$ cat src/rtl/assert_macros.svh
`ifndef ASSERT_MACROS_SVH
`define ASSERT_MACROS_SVH

// Same-cycle implication, sampled on clk, off while arst_n is low
`define BLR_ASSERT_IMP(lbl, ante, cons) \
	lbl: assert property (@(posedge clk) disable iff (!arst_n) (ante) |-> (cons)) \
		else $error("blr assertion failed");

// Next-cycle implication, sampled on clk, off while arst_n is low
`define BLR_ASSERT_NXT(lbl, ante, cons) \
	lbl: assert property (@(posedge clk) disable iff (!arst_n) (ante) |=> (cons)) \
		else $error("blr assertion failed");

`endif

$ cat src/rtl/blr_pkg.sv
`default_nettype none

package blr_pkg;

	// field widths
	localparam int COORD_W = 8;
	localparam int COL_W   = 6;
	localparam int ROW_W   = 4;
	localparam int COLOR_W = 24;
	localparam int ROT_W   = 2;

	// error term: holds sums of two 9-bit magnitudes with margin
	localparam int ERR_W = 11;

	// non-final words per line, and the counter for it
	localparam int MAX_NONFINAL = 36;
	localparam int CNT_W        = 6;

	localparam int PANEL_WIDTH_DEF  = 36;
	localparam int PANEL_HEIGHT_DEF = 16;

	// rotation codes, quarter turns
	localparam logic [ROT_W-1:0] ROT_0   = 2'd0;
	localparam logic [ROT_W-1:0] ROT_90  = 2'd1;
	localparam logic [ROT_W-1:0] ROT_180 = 2'd2;
	localparam logic [ROT_W-1:0] ROT_270 = 2'd3;

	typedef enum logic [0:0] {
		ST_IDLE,
		ST_RUN
	} blr_state_t;

	// sequencer to stepper
	typedef struct packed {
		logic load;
		logic adv;
	} blr_step_ctrl_t;

	// stepper to sequencer and mapper
	typedef struct packed {
		logic signed [COORD_W-1:0] x;
		logic signed [COORD_W-1:0] y;
		logic                      fin;
	} blr_point_t;

endpackage

`default_nettype wire

$ cat src/rtl/blr_step.sv
`default_nettype none

module blr_step (
	input  wire logic                              clk,
	input  wire logic                              arst_n,
	input  wire blr_pkg::blr_step_ctrl_t           ctrl,
	input  wire logic signed [blr_pkg::COORD_W-1:0] start_x,
	input  wire logic signed [blr_pkg::COORD_W-1:0] start_y,
	input  wire logic signed [blr_pkg::COORD_W-1:0] end_x,
	input  wire logic signed [blr_pkg::COORD_W-1:0] end_y,
	output blr_pkg::blr_point_t                    pt
);
	import blr_pkg::*;

	logic signed [COORD_W-1:0] x_q, y_q, xe_q, ye_q;
	logic signed [ERR_W-1:0]   err_q, dx_q, dy_q;
	logic                      sx_q, sy_q;

	logic signed [COORD_W:0]   dxs, dys;
	logic        [COORD_W:0]   adx, ady;
	logic signed [ERR_W-1:0]   dx_l, dy_l;
	logic signed [ERR_W:0]     e2;
	logic                      step_x, step_y;
	logic signed [ERR_W-1:0]   err_nxt;
	logic signed [COORD_W-1:0] x_nxt, y_nxt;

	// setup: signed deltas and their magnitudes from the endpoints
	always_comb begin
		dxs  = $signed({end_x[COORD_W-1], end_x}) - $signed({start_x[COORD_W-1], start_x});
		dys  = $signed({end_y[COORD_W-1], end_y}) - $signed({start_y[COORD_W-1], start_y});
		adx  = dxs[COORD_W] ? (COORD_W+1)'(-dxs) : dxs;
		ady  = dys[COORD_W] ? (COORD_W+1)'(-dys) : dys;
		dx_l = $signed({{(ERR_W-COORD_W-1){1'b0}}, adx});
		dy_l = -$signed({{(ERR_W-COORD_W-1){1'b0}}, ady});
	end

	// one error-term step
	always_comb begin
		e2      = $signed({err_q, 1'b0});
		step_x  = e2 >= $signed({dy_q[ERR_W-1], dy_q});
		step_y  = e2 <= $signed({dx_q[ERR_W-1], dx_q});
		err_nxt = err_q + (step_x ? dy_q : '0) + (step_y ? dx_q : '0);
		x_nxt   = x_q;
		y_nxt   = y_q;
		if (step_x) begin
			x_nxt = sx_q ? x_q + COORD_W'(1) : x_q - COORD_W'(1);
		end
		if (step_y) begin
			y_nxt = sy_q ? y_q + COORD_W'(1) : y_q - COORD_W'(1);
		end
	end

	// walker state
	always_ff @(posedge clk or negedge arst_n) begin
		if (!arst_n) begin
			x_q   <= '0;
			y_q   <= '0;
			xe_q  <= '0;
			ye_q  <= '0;
			err_q <= '0;
			dx_q  <= '0;
			dy_q  <= '0;
			sx_q  <= 1'b0;
			sy_q  <= 1'b0;
		end else if (ctrl.load) begin
			x_q   <= start_x;
			y_q   <= start_y;
			xe_q  <= end_x;
			ye_q  <= end_y;
			dx_q  <= dx_l;
			dy_q  <= dy_l;
			err_q <= dx_l + dy_l;
			sx_q  <= start_x < end_x;
			sy_q  <= start_y < end_y;
		end else if (ctrl.adv) begin
			x_q   <= x_nxt;
			y_q   <= y_nxt;
			err_q <= err_nxt;
		end
	end

	assign pt.x   = x_q;
	assign pt.y   = y_q;
	assign pt.fin = (x_q == xe_q) && (y_q == ye_q);

endmodule

`default_nettype wire

$ cat src/rtl/blr_map.sv
`default_nettype none

module blr_map #(
	parameter int PANEL_WIDTH  = blr_pkg::PANEL_WIDTH_DEF,
	parameter int PANEL_HEIGHT = blr_pkg::PANEL_HEIGHT_DEF
) (
	input  wire blr_pkg::blr_point_t            pt,
	input  wire logic [blr_pkg::ROT_W-1:0]      rotation,
	output logic                                vis,
	output logic [blr_pkg::COL_W-1:0]           col,
	output logic [blr_pkg::ROW_W-1:0]           row
);
	import blr_pkg::*;

	localparam logic [COORD_W-1:0] PW    = COORD_W'(PANEL_WIDTH);
	localparam logic [COORD_W-1:0] PH    = COORD_W'(PANEL_HEIGHT);
	localparam logic [COORD_W-1:0] PW_M1 = COORD_W'(PANEL_WIDTH - 1);
	localparam logic [COORD_W-1:0] PH_M1 = COORD_W'(PANEL_HEIGHT - 1);

	logic [COORD_W-1:0] lw, lh, ux, uy, c, r;

	// clip against the logical panel, then rotate into the frame buffer
	always_comb begin
		lw  = rotation[0] ? PH : PW;
		lh  = rotation[0] ? PW : PH;
		ux  = {1'b0, pt.x[COORD_W-2:0]};
		uy  = {1'b0, pt.y[COORD_W-2:0]};
		vis = !pt.x[COORD_W-1] && !pt.y[COORD_W-1] && (ux < lw) && (uy < lh);
		case (rotation)
			ROT_90: begin
				c = PW_M1 - uy;
				r = ux;
			end
			ROT_180: begin
				c = PW_M1 - ux;
				r = PH_M1 - uy;
			end
			ROT_270: begin
				c = uy;
				r = PH_M1 - ux;
			end
			default: begin
				c = ux;
				r = uy;
			end
		endcase
		col = c[COL_W-1:0];
		row = r[ROW_W-1:0];
	end

endmodule

`default_nettype wire

$ cat src/rtl/bresenham_line_rasterizer_core.sv
`default_nettype none

// Line rasterizer: takes one line command (signed start and end points, packed RGB) and
// walks the error-term line one point per cycle while the output is not blocked, giving
// one frame-buffer write word per visible point, up to 36 non-final words per line,
// clipped to the logical panel and rotated by the rotation register. The final point's
// word has last set; if that point is off screen its write_enable, fb_col, fb_row and
// out_color are zero. A line has max(|dx|,|dy|)+1 points, so 1 to 256, walked by the
// single error-term stepper; it stalls while a word waits on out_ready. in_ready is
// low while a line is being walked. Rotation is written through cfg_we/cfg_wdata.
module bresenham_line_rasterizer_core #(
	parameter int PANEL_WIDTH  = blr_pkg::PANEL_WIDTH_DEF,
	parameter int PANEL_HEIGHT = blr_pkg::PANEL_HEIGHT_DEF
) (
	input  wire logic                               clk,
	input  wire logic                               arst_n,
	input  wire logic                               cfg_we,
	input  wire logic [blr_pkg::ROT_W-1:0]          cfg_wdata,
	input  wire logic                               in_valid,
	output logic                                    in_ready,
	input  wire logic signed [blr_pkg::COORD_W-1:0] start_x,
	input  wire logic signed [blr_pkg::COORD_W-1:0] start_y,
	input  wire logic signed [blr_pkg::COORD_W-1:0] end_x,
	input  wire logic signed [blr_pkg::COORD_W-1:0] end_y,
	input  wire logic [blr_pkg::COLOR_W-1:0]        pixel_color,
	output logic                                    out_valid,
	input  wire logic                               out_ready,
	output logic                                    write_enable,
	output logic [blr_pkg::COL_W-1:0]               fb_col,
	output logic [blr_pkg::ROW_W-1:0]               fb_row,
	output logic [blr_pkg::COLOR_W-1:0]             out_color,
	output logic                                    last
);
	import blr_pkg::*;

	blr_state_t           state_q, state_d;
	logic [ROT_W-1:0]     rotation_q;
	logic [COLOR_W-1:0]   color_q;
	logic [CNT_W-1:0]     cnt_q;
	logic                 out_valid_q;
	logic                 we_q, last_q;
	logic [COL_W-1:0]     col_q;
	logic [ROW_W-1:0]     row_q;
	logic [COLOR_W-1:0]   ocolor_q;

	blr_step_ctrl_t       ctrl;
	blr_point_t           pt;
	logic                 vis;
	logic [COL_W-1:0]     col;
	logic [ROW_W-1:0]     row;
	logic                 emit, out_free, go;

	blr_step u_step (
		.clk     (clk),
		.arst_n  (arst_n),
		.ctrl    (ctrl),
		.start_x (start_x),
		.start_y (start_y),
		.end_x   (end_x),
		.end_y   (end_y),
		.pt      (pt)
	);

	blr_map #(
		.PANEL_WIDTH  (PANEL_WIDTH),
		.PANEL_HEIGHT (PANEL_HEIGHT)
	) u_map (
		.pt       (pt),
		.rotation (rotation_q),
		.vis      (vis),
		.col      (col),
		.row      (row)
	);

	// rotation register
	always_ff @(posedge clk or negedge arst_n) begin
		if (!arst_n) begin
			rotation_q <= ROT_0;
		end else if (cfg_we) begin
			rotation_q <= cfg_wdata;
		end
	end

	// sequencer: load a command, then one point per cycle unless the output is blocked
	always_comb begin
		out_free  = !out_valid_q || out_ready;
		emit      = pt.fin || (vis && (cnt_q < CNT_W'(MAX_NONFINAL)));
		go        = 1'b0;
		state_d   = state_q;
		in_ready  = 1'b0;
		ctrl.load = 1'b0;
		ctrl.adv  = 1'b0;
		case (state_q)
			ST_IDLE: begin
				in_ready  = 1'b1;
				ctrl.load = in_valid;
				if (in_valid) begin
					state_d = ST_RUN;
				end
			end
			ST_RUN: begin
				go       = !emit || out_free;
				ctrl.adv = go && !pt.fin;
				if (go && pt.fin) begin
					state_d = ST_IDLE;
				end
			end
			default: begin
				state_d = ST_IDLE;
			end
		endcase
	end

	always_ff @(posedge clk or negedge arst_n) begin
		if (!arst_n) begin
			state_q <= ST_IDLE;
			cnt_q   <= '0;
		end else begin
			state_q <= state_d;
			if (ctrl.load) begin
				cnt_q <= '0;
			end else if (go && emit && !pt.fin) begin
				cnt_q <= cnt_q + CNT_W'(1);
			end
		end
	end

	// command color
	always_ff @(posedge clk) begin
		if (ctrl.load) begin
			color_q <= pixel_color;
		end
	end

	// output word register
	always_ff @(posedge clk or negedge arst_n) begin
		if (!arst_n) begin
			out_valid_q <= 1'b0;
		end else if (go && emit) begin
			out_valid_q <= 1'b1;
		end else if (out_ready) begin
			out_valid_q <= 1'b0;
		end
	end

	always_ff @(posedge clk) begin
		if (go && emit) begin
			we_q     <= vis;
			last_q   <= pt.fin;
			col_q    <= vis ? col : '0;
			row_q    <= vis ? row : '0;
			ocolor_q <= vis ? color_q : '0;
		end
	end

	assign out_valid    = out_valid_q;
	assign write_enable = we_q;
	assign last         = last_q;
	assign fb_col       = col_q;
	assign fb_row       = row_q;
	assign out_color    = ocolor_q;

`include "assert_macros.svh"

	// a word without a write can only be the final one
	`BLR_ASSERT_IMP(a_nowrite_is_last, out_valid_q && !we_q, last_q)
	// a suppressed write carries zero position and color
	`BLR_ASSERT_IMP(a_nowrite_zero, out_valid_q && !we_q, {col_q, row_q, ocolor_q} == '0)
	// an accepted command starts a walk
	`BLR_ASSERT_NXT(a_load_runs, in_valid && in_ready, state_q == ST_RUN)
	// non-final word count never exceeds the limit
	`BLR_ASSERT_IMP(a_cnt_limit, state_q == ST_RUN, cnt_q <= CNT_W'(MAX_NONFINAL))

endmodule

`default_nettype wire
$ cat config.mk
export PLATFORM = sky130hd
export DESIGN_NAME = bresenham_line_rasterizer_core
export DESIGN_NICKNAME = d
export VERILOG_FILES = /design/src/rtl/blr_pkg.sv /design/src/rtl/blr_step.sv /design/src/rtl/blr_map.sv /design/src/rtl/bresenham_line_rasterizer_core.sv
export VERILOG_INCLUDE_DIRS = /design/src /design/src/rtl
export SDC_FILE = /design/constraint.sdc
export NUM_CORES = 1
export LEC_CHECK = 0
export ABC_CLOCK_PERIOD_IN_PS = 8400
export BUFFER_PORTS_ARGS = -buffer_cell sky130_fd_sc_hd__buf_2
export CAP_MARGIN = 20
export CORE_MARGIN = 3
export CORE_UTILIZATION = 25
export DETAILED_ROUTE_END_ITERATION = 12
export SYNTH_ARGS = -nofsm -noshare
export SYNTH_HDL_FRONTEND = slang
export SYNTH_HIERARCHICAL = 1
export SYNTH_SLANG_ARGS = --single-unit
$ cat constraint.sdc
create_clock -name clk -period 8.4 [get_ports clk]
set_input_delay 0.84 -clock clk [delete_from_list [all_inputs] [get_ports clk]]
set_output_delay 0.84 -clock clk [all_outputs]
set_load 0.005 [all_outputs]
==> results.md, run 1 <==
- Synth warn: 6
- Mapped cell area: 9250 um2
- Setup crit end kind: flop
- Hold_ws: 326 ps
- Run status: complete, no violations
- Die footprint: 39400 um2
- Post-CTS Setup Inserts: 0
- Synth top area cells: dfrtp_1 (20%), edfxtp_1 (19%), ha_1 (10%)
- EDFF count, synth: 60
- Post-synthesis cell count: 903
- Diode count: 0
- IO Pins: 101
- Metal3 WL: 1.05 mm
- DRT antenna net count: 0
- Count of different cell masters after synthesis: 79
- Drt total wl: 23.2 mm
- Die height: 198 um
- Setup violations, final: 0
- Top post-synthesis cells by count: inv_1 (86), ha_1 (76), dfrtp_1 (75)
- Syn_area_per_cell: 10.2 um2
- Switching Fraction: 0.422
- Die width: 198 um
- Core area: 36000 um2
- First-pass GRT wire length: 36.7 mm
- Avg WL per Cell: 15.7 um
- Post-cts resize count: 0
- Tcrit/Tclk final: 0.576
- Max cap viols: 0
- Final hold vios: 0
- Setup total negative slack: 0 ps
- Commonest register cell after synthesis: dfrtp_1
- Total gr overflow: 0
- #FFs+latches synth: 135
- Crit path required time: 8680 ps
- Sequential Power Share: 0.259
- Layout cells sized above 1: 0.189
- Drt drc: 0
- M1 wire length: 11.2 mm
- Power density over the cells: 364 nW/um2
- First-pass iteration count of the detailed router: 4
- F_max: 0.207 GHz
- Largest net degree at the start of global routing: 68
- Number of global-route vias before repair: 6909
- TritonCTS sink count: 135
- VDD IR max: 0.000188 V
- Critical Path AT: 5110 ps
- Max Slew Vio Count: 0
- FF-to-FF path depth: 23
- Leakage: 4.78 nW
- Synth area leader: dfrtp_1
- Switching power: 1.67 mW
- GRT Util Overall: 0.118
- CP delay by family, top: compound AO/OA/AOI/OAI gates
- Initial core utilization: 0.257
- Clock network power share: 0.188
- Max clock buf depth: 2
- Sequential share of the synthesized area: 0.398
- Hold crit path type: primary input to async pin
- Root Driver: clkbuf_16
- Via density: 4.65
- P_int: 2.28 mW
- Asr flop ratio synth: 0.556
- CP Class: flop to flop
- I/O Buffers: 100
- Most common cell in the netlist: inv_1
- Initial antenna violation count: 3
- H-tree depth: 4
- DR top layer: met5
- Critical path startpoint category: flop
- Post-Syn Nets: 1057
- Fillers: 3723
- Met2 wire len: 10.5 mm
- Worst rel slew slack: 0.444
- Most used cell, CP: a21oi_1
- Worst path bufs/invs: 1
- Critical-path cell list: ha_1 -> nand2b_1 -> a21boi_0 -> o21a_1 -> o21ai_0 -> a21oi_1 -> o21a_1 -> o21ai_0 -> a21o_1 -> nand2_1 -> fa_1 -> inv_1 -> ha_1 -> fa_1 -> a21o_1 -> a21oi_1 -> o21bai_1 -> a21oi_1 -> o21bai_1 -> a21oi_1 -> xnor2_1 -> a211oi_1 -> a21oi_1
- Synth-to-layout area growth: 17.1%
- Clock transition at the registers of the reported paths: 70 ps
- Combinational power share: 0.552
- Via Count: 6873
- GP Congestion: 0.849
- Worst-Margin Slew: 834 ps
- Total Nets Final: 1157
- Layout Skew: 10.7 ps
- Num CTS Buffers: 17
- Number of cell rows: 69
- Levels on crit path: 23
- Dpl hpwl: 17.7 mm
- CTS tree: yes
- CP peak stage delay: 490 ps
- Hold Buf Count CTS: 0
- Slowest CP cell: fa_1
- Yosys top cell area share: 0.203
- DRT iter0 DRCs: 409
- Skew-Pair Late Insertion Delay: 430 ps
- Fin crit period: 4830 ps
- Crit Path Max Fanout: 9
- Unrepaired setup endpoints after global routing: no
## power groups by stage
stage                     sequential [mW]  clock, mW  combinational [mW]
final                                1.02      0.743                2.18
after global routing                 1.04      0.787                2.50
after CTS                            1.02      0.766                2.18
after detailed placement             1.04          0                2.16
after global placement               1.03          0                2.12
after floorplan                     0.968          0                1.74
## kinds of logic (layout without fill, tap and decap cells)
logic type               after synthesis  in the layout  share of synthesized area
XOR/XNOR                              83             83                     0.0806
flip-flops                           135            135                      0.398
multiplexers                          59             59                     0.0677
buffers and inverters                114            227                     0.0506
AO/OA/AOI/OAI                        200            200                      0.139
AND/OR/NAND/NOR                      221            221                      0.129
adder cells (fa/ha/maj)               91             91                      0.135
## state kept, by name, summed over array words and instances, names as in the netlist
name / cells
u_step/ye_q: 8
fb_row: 4
last: 1
cnt_q: 6
u_step/dy_q: 11
write_enable: 1
color_q: 24
rotation_q: 2
out_valid: 1
u_step/y_q: 8
u_step/dx_q: 9
state_q: 1
u_step/sx_q: 1
u_step/x_q: 8
fb_col: 6
u_step/sy_q: 1
u_step/xe_q: 8
u_step/err_q: 11
out_color: 24
## layer usage
| layer | GRT usage | vias up |
|---|---|---|
| met2 | 0.186 | 133 |
| met5 | 0 | - |
| met3 | 0.0283 | 25 |
| li1 | - | 3386 |
| met4 | 0.0370 | 6 |
| met1 | 0.162 | 3323 |
## layout make-up
cell class	count	area (um2)	area share
flip-flops and latches	135	3680	0.339
inverters	88	333	0.0307
repair buffers	107	566	0.0522
clock buffers	18	429	0.0396
clock inverters	14	139	0.0128
multi-input cells	654	5120	0.472
well taps	461	577	0.0532
## worst paths after layout
kind                                                     to  slack (ps)                         from
worst max-delay path            u_step/err_q[9]$_DFFE_PN0P_        3570  u_step/err_q[0]$_DFFE_PN0P_
worst min-delay path             u_step/dx_q[5]$_DFFE_PN0P_         330                       arst_n
worst max register to register  u_step/err_q[9]$_DFFE_PN0P_        3570  u_step/err_q[0]$_DFFE_PN0P_
worst min register to register  out_color[12]$_SDFFCE_PN0P_         520        color_q[12]$_DFFE_PP_
max in group asynchronous              cnt_q[3]$_DFFE_PN0P_        7040                       arst_n
min in group clk                out_color[12]$_SDFFCE_PN0P_         520        color_q[12]$_DFFE_PP_
## per-stage QoR
stage	total power [mW]	area, um2	cells	worst slack [ps]	utilization
2_1_floorplan	2.71	9250	903	3960	-
3_3_place_gp	3.15	10200	1443	3430	0.285
3_5_place_dp	3.20	10300	1444	3390	0.285
4_1_cts	3.97	10800	1476	3580	0.301
5_1_grt	4.33	10800	1477	3230	0.301
6_report	3.95	10800	1477	3570	0.301
## cell usage in the layout, fill, tap and decap left out, drive strengths merged, types with 11 or more instances in the layout
master / instances
a21o: 20
a21oi: 48
and2: 38
buf: 107
clkbuf: 18
dfrtp: 75
edfxtp: 60
fa: 15
ha: 76
inv: 96
mux2: 29
mux2i: 30
nand2: 61
nand3: 12
nor2: 36
nor2b: 11
o21ai: 61
o21bai: 11
xnor2: 62
xor2: 21
(Power assumes the default switching activity.)
==> run 2, diff against run 1 <==
- ABC_CLOCK_PERIOD_IN_PS: 8400 -> 3900
- clock period: 8.4 -> 3.9 ns (I/O delays scaled with it)
==> results.md, run 2 (synthesis results as in run 1) <==
- Run status: finished, violations left
- Failing checks: setup timing
- Cell area after layout: 12300 um2
- Max Slew Vio Count: 0
- Drt total wl: 24.7 mm
- Max cap viols: 0
- H-tree depth: 4
- Final hold vios: 0
- GP Congestion: 0.861
- Diode count: 0
- Fin crit period: 4310 ps
- Die footprint: 39400 um2
- Finished Layout Cells: 1636
- F_max: 0.232 GHz
- Initial antenna violation count: 1
- Largest net degree at the start of global routing: 103
- DR top layer: met5
- Critical path startpoint category: flop
- VDD IR max: 0.000471 V
- Core area: 36000 um2
- Dpl hpwl: 19.2 mm
- DRT iter0 DRCs: 377
- Tcrit/Tclk final: 1.11
- Setup violations, final: 6
- Crit Path Max Fanout: 6
- Avg WL per Cell: 15.1 um
- First-pass iteration count of the detailed router: 6
- Post-DP Area: 11400 um2
- Commonest non-fill, non-tap cell in the layout: buf_4
- R2R setup slack: -410 ps
- IO Pins: 101
- Drt drc: 0
- Hold_ws: 128 ps
- Number of cell rows: 69
- Crit path required time: 4190 ps
- Root Driver: clkbuf_16
- Die height: 198 um
- Max clock buf depth: 2
- I/O Buffers: 100
- Via Count: 7440
- Unrepaired setup endpoints after global routing: yes
- Total power: 10.3 mW
- Num CTS Buffers: 17
- Layout cells sized above 1: 0.317
- Worst-Margin Slew: 741 ps
- Skew-Pair Late Insertion Delay: 430 ps
- M1 wire length: 12.1 mm
- First-pass GRT wire length: 38.8 mm
- DRT antenna net count: 0
- Die width: 198 um
- GRT Util Overall: 0.124
- Worst rel slew slack: 0.506
- Via density: 4.55
- TritonCTS sink count: 135
- Setup crit end kind: flop
- Setup WS post-layout: -412 ps
- Placed insts: 1586
- Metal3 WL: 981 um
- Clock transition at the registers of the reported paths: 70 ps
- Synth-to-layout area growth: 32.4%
- Commonest cells after routing, fill and taps aside: buf_4 (162), buf_2 (99), inv_1 (83)
- Total Nets Final: 1316
- Layout Skew: 15.0 ps
- Critical Path AT: 4610 ps
- Leakage: 5.61 nW
- Power density over the cells: 838 nW/um2
- Hold crit path type: primary input to flop
- Met2 wire len: 11.2 mm
- Initial core utilization: 0.257
- Total gr overflow: 0
- Number of global-route vias before repair: 7401
- CP Class: flop to flop
- CTS tree: yes
==> run 2: changes by cell type in the layout (fill, tap and decap cells not counted), moves of 4 or more <==
cell and change:
ha_1 -4, o21ai_1 +4, buf_4 +156, a21oi_2 +4
ha_4 +4, o21ai_0 -6, a21oi_1 -4
==> run 2: final timing paths <==
check,start,end,cells past startpoint
max,u_step/err_q[1]$_DFFE_PN0P_,u_step/err_q[10]$_DFFE_PN0P_,22
min,pixel_color[12],color_q[12]$_DFFE_PP_,1
max reg2reg,u_step/err_q[1]$_DFFE_PN0P_,u_step/err_q[10]$_DFFE_PN0P_,22
min reg2reg,color_q[9]$_DFFE_PP_,out_color[9]$_SDFFCE_PN0P_,1
max in group asynchronous,arst_n,u_step/xe_q[1]$_DFFE_PN0P_,3
min in group asynchronous,arst_n,u_step/dx_q[0]$_DFFE_PN0P_,2
==> run 2: stage by stage <==
step            util  setup TNS, ps  setup WS (ps)
6_report       0.340          -1720           -412
5_1_grt        0.340          -2900           -587
3_5_place_dp   0.316          -1770           -466
2_1_floorplan      -           -168           -130
4_1_cts        0.337          -1160           -344
3_3_place_gp   0.316          -1390           -386
==> run 2: area by class of cell <==
| class | count | area (um2) |
|---|---|---|
| fill | 3651 | 23700 |
| multi-input combinational | 654 | 5250 |
| sequential | 135 | 3680 |
| timing repair buffer | 266 | 1790 |
| tap | 461 | 577 |
| clock buffer | 17 | 425 |
| inverter | 88 | 333 |
| clock inverter | 15 | 203 |
==> run 2: timing repair <==
| action | in CTS | in global routing |
|---|---|---|
| hold buffers | 0 | 1 |
| endpoints found under the hold margin | 0 | 9 |
| setup buffers | 11 | 5 |
| gates resized for setup | 6 | 10 |
| pin swaps | 11 | 5 |
| endpoints found under the setup margin | 6 | 7 |
==> run 2: critical path, stage by stage, from the launching register on <==
cell and delay (ps):
dfrtp_1 410, ha_1 320, a21boi_1 140, o21a_1 190, o21ai_2 120, a21oi_1 80
o21a_1 180, o21ai_1 110, a21o_1 270, buf_6 130, nand2_2 50, fa_1 490
inv_2 60, ha_4 200, a21o_1 180, a211oi_2 240, o21ai_1 90, o211ai_1 150
mux2i_1 250, and4_1 220, o21ai_2 70, xor2_1 150, mux2i_1 80
==> run 2: power by group <==
group / leakage [nW] / internal [mW] / total [mW] / switching [mW]
clock network: 0.304 / 0.984 / 1.73 / 0.748
registers: 1.45 / 1.82 / 2.15 / 0.327
logic: 3.86 / 3.31 / 6.39 / 3.08
total: 5.61 / 6.11 / 10.3 / 4.16
==> run 2: layer usage <==
metal  GRT usage  vias up
met5           0        -
met4      0.0322        2
met3      0.0259       21
met1       0.174     3567
li1            -     3722
met2       0.196      128
